## config.mk

```make
export PLATFORM = sky130hd
export DESIGN_NAME = rpa_ctrl
export DESIGN_NICKNAME = d
export VERILOG_FILES = /design/src/rtl/rpa_pkg.sv /design/src/rtl/rpa_ctrl.sv
export SDC_FILE = /design/constraint.sdc
export NUM_CORES = 1
export LEC_CHECK = 0
export BUFFER_PORTS_ARGS = -buffer_cell sky130_fd_sc_hd__buf_2
export CAP_MARGIN = 20
export CORE_AREA = 5 5 42 44
export DETAILED_ROUTE_END_ITERATION = 10
export DIE_AREA = 0 0 47 49
export SETUP_SLACK_MARGIN = 0.5
export SLEW_MARGIN = 20
export SYNTH_ARGS = -nofsm -noshare
export SYNTH_HDL_FRONTEND = slang
export SYNTH_SLANG_ARGS = --single-unit
```

## constraint.sdc

```tcl
create_clock -name clk -period 3.6 [get_ports clk]
set_clock_uncertainty 0.15 [all_clocks]
set_input_delay 0.54 -clock clk [delete_from_list [all_inputs] [get_ports clk]]
set_output_delay 0.54 -clock clk [all_outputs]
set_load 0.03 [all_outputs]
```

## src/rtl/rpa_pkg.sv

```systemverilog
`timescale 1ns / 1ps
// ----------------------------------------------------------------------------
// rpa_pkg: shared types and constants of the page allocator
// Request and status codes, controller states and the command and status
// groups between controller and datapath.
// ----------------------------------------------------------------------------
package rpa_pkg;

  localparam int unsigned MAX_PAGES_DEF  = 4096;
  localparam int unsigned COUNT_BITS_DEF = 8;
  localparam int unsigned PAGE_W_DEF     = $clog2(MAX_PAGES_DEF);
  localparam int unsigned TOP_W_DEF      = $clog2(MAX_PAGES_DEF + 1);
  localparam int unsigned STATUS_W       = 3;

  typedef enum logic [1:0] {
    ACT_ALLOC = 2'd0,
    ACT_FREE  = 2'd1,
    ACT_ADD   = 2'd2,
    ACT_QUERY = 2'd3
  } act_t;

  typedef enum logic [STATUS_W-1:0] {
    ST_OK        = 3'd0,
    ST_EMPTY     = 3'd1,
    ST_BUSY      = 3'd2,
    ST_FREE_ZERO = 3'd3,
    ST_REF_ZERO  = 3'd4,
    ST_SATURATED = 3'd5
  } status_t;

  typedef enum logic [1:0] {
    S_CLEAR,
    S_IDLE,
    S_RD_CNT,
    S_EXEC
  } state_t;

  // controller -> datapath
  typedef struct packed {
    logic in_rdy;     // request channel may take a word
    logic rd_popped;  // read the count of the popped page
    logic exec;       // update memories and load the result word
    logic clr_wr;     // clear one count entry
  } rpa_cmd_t;

  // datapath -> controller
  typedef struct packed {
    logic in_valid;
    logic in_alloc;
    logic cfg_fire;
    logic clr_last;
    logic out_free;
  } rpa_sts_t;

endpackage

```

## src/rtl/rpa_ctrl.sv

```systemverilog
`timescale 1ns / 1ps
// ----------------------------------------------------------------------------
// rpa_ctrl: request sequencer of the page allocator
// Runs the count clear pass, takes one request at a time and steps it
// through the memory reads to the update cycle.
// ----------------------------------------------------------------------------
module rpa_ctrl (
  input  logic              clk,
  input  logic              rst_n,
  input  rpa_pkg::rpa_sts_t sts,
  output rpa_pkg::rpa_cmd_t cmd
);
  import rpa_pkg::*;

  state_t state_r;
  state_t state_nxt;

  always_ff @(posedge clk) begin
    if (!rst_n) begin
      state_r <= S_CLEAR;
    end else begin
      state_r <= state_nxt;
    end
  end

  always_comb begin
    cmd       = '0;
    state_nxt = state_r;
    unique case (state_r)
      S_CLEAR: begin
        cmd.clr_wr = 1'b1;
        if (sts.clr_last) begin
          state_nxt = S_IDLE;
        end
      end
      S_IDLE: begin
        cmd.in_rdy = !sts.cfg_fire;
        if (sts.in_valid && cmd.in_rdy) begin
          state_nxt = sts.in_alloc ? S_RD_CNT : S_EXEC;
        end
      end
      S_RD_CNT: begin
        cmd.rd_popped = 1'b1;
        state_nxt     = S_EXEC;
      end
      S_EXEC: begin
        // hold the read data until the result register has room
        if (sts.out_free) begin
          cmd.exec  = 1'b1;
          state_nxt = S_IDLE;
        end
      end
      default: state_nxt = S_CLEAR;
    endcase
    // a new page count restarts the clear pass
    if (sts.cfg_fire) begin
      state_nxt = S_CLEAR;
    end
  end

  a_one_at_a_time: assert property (@(posedge clk) disable iff (!rst_n)
    (cmd.in_rdy && sts.in_valid) |=> !cmd.in_rdy)
    else $error("request taken while another is in flight");

  a_clear_ends: assert property (@(posedge clk) disable iff (!rst_n)
    (state_r == S_CLEAR && sts.clr_last && !sts.cfg_fire) |=> state_r == S_IDLE)
    else $error("clear pass did not end after last entry");

endmodule

```

# Yosys cells after proc, flatten, opt, wreduce, memory -nomap -nowiden
# Cells that the tools add are included.
[word_totals]
word_cells = 23
reg_bits = 2
[op_classes]
n_bitwise = 1
n_reduce_logical = 5
n_eq_ne = 6
n_mux = 10
[op_table]
columns = ["cell", "count"]
rows = [
  ["2-bit one-hot mux with 4 select lines", 1],
  ["1-bit 2-to-1 mux", 6],
  ["2-bit 2-to-1 mux", 3],
  ["2-bit != test (second input constant)", 3],
  ["2-bit equality test (second input constant)", 2],
  ["3-bit AND reduction", 1],
  ["2-bit by 1-bit equality test with 1-bit output (second input constant)", 1],
  ["2-bit zero test", 1],
  ["2-bit OR reduction", 1],
  ["1-bit logical AND", 1],
  ["1-bit zero test", 1],
  ["1-bit NOT", 1],
]

# Longest topological paths before layout
[logic_depth]
ltp_word = 4
mapped_depth = 5
ltp_nobuf = 5

# Worst setup path before layout
# Ideal clock, no wire load.
[synth_timing]
path_type = "flip-flop to flip-flop"
startpoint = "reg state_r[0]"
endpoint = "reg state_r[0]"
t_required_ps = 3378
setup_ps = 72
arrival_time_ps = 1433
path_slack_ps = 1945
path_stages_with_launch = 5
synth_period_minus_slack_ps = 1655
cell_sequence = "dfxtp_1 > inv_1 > ha_1 > a222oi_1 > mux2i_1"
[synth_via]
elab_chain_len = 3
[synth_rtl]
columns = ["element", "line", "rtl"]
rows = [
  ["start, declared", "rpa_ctrl.sv:15", "state_t state_r;"],
  ["start signal, assigned", "rpa_ctrl.sv:22", "state_r <= state_nxt;"],
  ["2-bit by 1-bit equality test with 1-bit output, or another cell as far along", "rpa_ctrl.sv:29", "unique case (state_r)"],
  ["2-bit != test (no source line)", "--", ""],
  ["3-bit AND reduction (no source line)", "--", ""],
]
# Parallel ways exist; a longest one is shown, timed or not.
# A chain may end at the register's enable or synchronous reset.

==> impl_metrics.xml <==
<?xml version="1.0" encoding="UTF-8"?>
<metrics>
  <group name="hold_path">
    <metric name="hold_path_class" unit="">reg -&gt; reg</metric>
  </group>
  <group name="place">
    <metric name="port_buffers" unit="">10</metric>
    <metric name="gpl.final_weighted_congestion" unit="">0.6728</metric>
    <metric name="dp_hpwl" unit="um">342.8</metric>
    <metric name="dp.cells" unit="">49</metric>
  </group>
  <group name="critical_path">
    <metric name="timing.critical_path.arrival" unit="ps">1200</metric>
    <metric name="crit_path_top_delay_cell" unit="">dfxtp_1</metric>
    <metric name="critPathMaxStageDelay" unit="ps">360</metric>
    <metric name="top_family_by_delay_on_critical_path" unit="">flip-flops</metric>
    <metric name="critical_path_peak_fanout" unit="">4</metric>
    <metric name="path_buf_inv" unit="">2</metric>
    <metric name="critical_path_class" unit="">reg -&gt; out</metric>
    <metric name="startpoint_type" unit="">flop</metric>
    <metric name="cp.required" unit="ps">2910</metric>
    <metric name="timing.critical_path.cells" unit="">inv_1, ha_1, and2b_2, buf_2</metric>
    <metric name="crit_path_end_kind" unit="">output port</metric>
  </group>
  <group name="pwr">
    <metric name="share_clk_of_total_power" unit="">0.518</metric>
    <metric name="net-switching-power" unit="uW">24.74</metric>
    <metric name="max-vdd-ir-drop" unit="mV">0.09171</metric>
    <metric name="proportion_of_power_drawn_by_combinational_gates" unit="">0.222</metric>
    <metric name="cellLeakagePower" unit="uW">0.0001528</metric>
    <metric name="share_seq_of_total_power" unit="">0.261</metric>
    <metric name="pwr_density_cell" unit="mW/mm^2">331.4</metric>
    <metric name="p_int" unit="uW">70.22</metric>
    <metric name="power_switching_share" unit="">0.2605</metric>
  </group>
  <group name="grt">
    <metric name="overflow" unit="">0</metric>
    <metric name="grt_max_degree" unit="">5</metric>
    <metric name="grt_pass1_vias" unit="">207</metric>
    <metric name="use_met1" unit="">0.03720</metric>
    <metric name="grt_use_total" unit="">0.04782</metric>
    <metric name="grt.busiest_layer" unit="">met2</metric>
    <metric name="wire_length_of_the_first_global_routing_pass" unit="um">710</metric>
    <metric name="number_of_antenna_violations_at_the_first_check_in_global_routing" unit="">0</metric>
    <metric name="global_route.usage.met3" unit="">0.05166</metric>
    <metric name="global_route.usage.met2" unit="">0.06335</metric>
  </group>
  <group name="yosys">
    <metric name="synth_sequential_area_ratio" unit="">0.2065</metric>
    <metric name="yosysTopAreaCellShare" unit="">0.2581</metric>
    <metric name="yosys.cell_types.count" unit="">11</metric>
    <metric name="synth.top_cells.by_area" unit="">ha_1, dfxtp_1, mux2i_1</metric>
    <metric name="gate_count_after_technology_mapping" unit="">23</metric>
    <metric name="synth_warnings" unit="">0</metric>
    <metric name="mapped_avg_cell_area" unit="um^2">8.432</metric>
    <metric name="synth.ff_latch_count" unit="">2</metric>
    <metric name="synthesis.area" unit="um^2">193.9</metric>
    <metric name="synth.net_count" unit="">34</metric>
    <metric name="synth.largest_area_cell" unit="">ha_1</metric>
  </group>
  <group name="sta">
    <metric name="setup_tns" unit="ps">0</metric>
    <metric name="period_share" unit="">0.5255</metric>
    <metric name="timing.final.setup_violations" unit="">0</metric>
    <metric name="hold_viol" unit="">0</metric>
    <metric name="rsz_0062_raised_after_global_routing" unit="">false</metric>
    <metric name="finalCriticalPeriod" unit="ps">1892</metric>
    <metric name="slew_headroom" unit="">0.6662</metric>
    <metric name="worst_pin_slew" unit="ps">500.6</metric>
    <metric name="maxClockFrequency" unit="GHz">0.5286</metric>
    <metric name="maxSlewViolCount" unit="">0</metric>
  </group>
  <group name="clocking">
    <metric name="tritoncts_num_sinks" unit="">2</metric>
    <metric name="cts_root_buffer" unit="">clkbuf_4</metric>
    <metric name="ctsResizeCount" unit="">0</metric>
    <metric name="tritoncts.num_buffers" unit="">3</metric>
    <metric name="postCtsHoldBufs" unit="">0</metric>
    <metric name="clk_path_buf_depth" unit="">2</metric>
    <metric name="cts.repair_timing.setup_buffer_count" unit="">0</metric>
    <metric name="insertion_delay" unit="ps">220</metric>
    <metric name="clock_tree.htree_level_count" unit="">1</metric>
    <metric name="cts.reportedPaths.clkPinSlew" unit="ps">30</metric>
    <metric name="tritoncts" unit="">yes</metric>
  </group>
  <group name="cells_and_area">
    <metric name="layout_common_cells" unit="">buf_2, inv_1, ha_1</metric>
    <metric name="layout-area-overhead-vs-synth" unit="%">47.74</metric>
    <metric name="filler_cell_count" unit="">170</metric>
    <metric name="registers.top_by_ff_count" unit="">state_r</metric>
    <metric name="largest_registers" unit="">state_r (2)</metric>
    <metric name="finalNetCount" unit="">49</metric>
    <metric name="layout-drive-gt1-share" unit="">0.4167</metric>
    <metric name="largest_register_ffs" unit="">2</metric>
    <metric name="commonest_non_fill_non_tap_cell_in_the_layout" unit="">buf_2</metric>
    <metric name="fin_cells" unit="">52</metric>
    <metric name="diodes" unit="">0</metric>
  </group>
  <group name="detailed_routing">
    <metric name="routedWlPerCell" unit="um">7.808</metric>
    <metric name="post-route-drc-count" unit="">0</metric>
    <metric name="wirelength" unit="um">406</metric>
    <metric name="first_drt_pass_iteration_count" unit="">4</metric>
    <metric name="vias" unit="">192</metric>
    <metric name="viasPerCell" unit="">3.692</metric>
    <metric name="dr.first_iter.drc_count" unit="">2</metric>
    <metric name="ant_nets" unit="">0</metric>
  </group>
  <group name="floorplanning">
    <metric name="i_o_pin_total" unit="">11</metric>
    <metric name="die_x" unit="um">47</metric>
    <metric name="fp-row-count" unit="">14</metric>
    <metric name="die_y" unit="um">49</metric>
    <metric name="floorplan.core_area" unit="mm^2">0.001401</metric>
    <metric name="die_area" unit="mm^2">0.002303</metric>
    <metric name="start_util" unit="">0.1384</metric>
  </group>
  <group name="job">
    <metric name="drv.max_cap_violation_count" unit="">0</metric>
  </group>
  <group name="run_status">
    <metric name="run_status" unit="">finished, final reports clean</metric>
  </group>
</metrics>
## metrics by stage
stage	utilization	instance area (um^2)	setup slack, ps	hold WS, ps	power (uW)
3_5_place_dp	0.1884	264.0	1831	352.0	46.60
2_1_floorplan	-	193.9	1945	317.7	40.22
5_1_grt	0.2045	286.5	1626	388.4	107.5
3_3_place_gp	0.1884	264.0	1862	345.6	46.31
6_report	0.2045	286.5	1708	349.1	94.96
4_1_cts	0.2045	286.5	1681	356.7	100.1
## path summary, 6_finish.rpt
check / startpoint / end / slack [ps] / cells after the start
max: state_r[1] / cmd[3] / 1710 / 4
min: state_r[0] / state_r[0] / 350 / 2
max reg2reg: state_r[0] / state_r[1] / 1980 / 4
min reg2reg: state_r[0] / state_r[0] / 350 / 2
## cells in the mapped netlist
cell type / instances
nand2_1: 3
and2b_2: 2
inv_1: 4
ha_1: 4
mux2i_1: 2
and2_1: 1
dfxtp_1: 2
nand2b_1: 2
a222oi_1: 1
o21ai_0: 1
nor2b_1: 1
## kinds of logic after synthesis
kind of cell	Yosys count	synth area share
DFF	2	0.2065
buffers and inverters	4	0.07740
AOI/OAI and AO/OA	2	0.07740
adders and majority gates	4	0.2581
muxes	2	0.1032
and+or+nand+nor	9	0.2775
## layer usage
layer  vias to the layer above  wire length (um)
li1                        102                 -
met1                        77               150
met2                        13               163
met3                         0                92
met4                         0                 0
met5                         -                 0
## final cells by class
class / count / area (um^2) / share of cell area
Multi-Input combinational cell: 17 / 138.9 / 0.4847
Sequential cell: 2 / 40.04 / 0.1397
Inverter: 4 / 15.01 / 0.05240
Clock buffer: 3 / 22.52 / 0.07860
Tap cell: 16 / 20.02 / 0.06987
Timing Repair Buffer: 10 / 50.05 / 0.1747
## worst register-to-register path, cell delays in order, from the launching register on
cell and delay, ps:
dfxtp_1 360, inv_1 80, ha_1 210, a222oi_1 500, mux2i_1 250
## power by group through the flow
stage | Combinational, uW | Sequential (uW) | Clock, uW
2_1_floorplan | 15.4 | 24.8 | 0
3_3_place_gp | 21.2 | 25.1 | 0
3_5_place_dp | 21.5 | 25.1 | 0
4_1_cts | 21.5 | 24.8 | 53.7
5_1_grt | 23.9 | 25.1 | 58.4
6_report | 21.1 | 24.7 | 49.1
(Power assumes the default switching activity.)
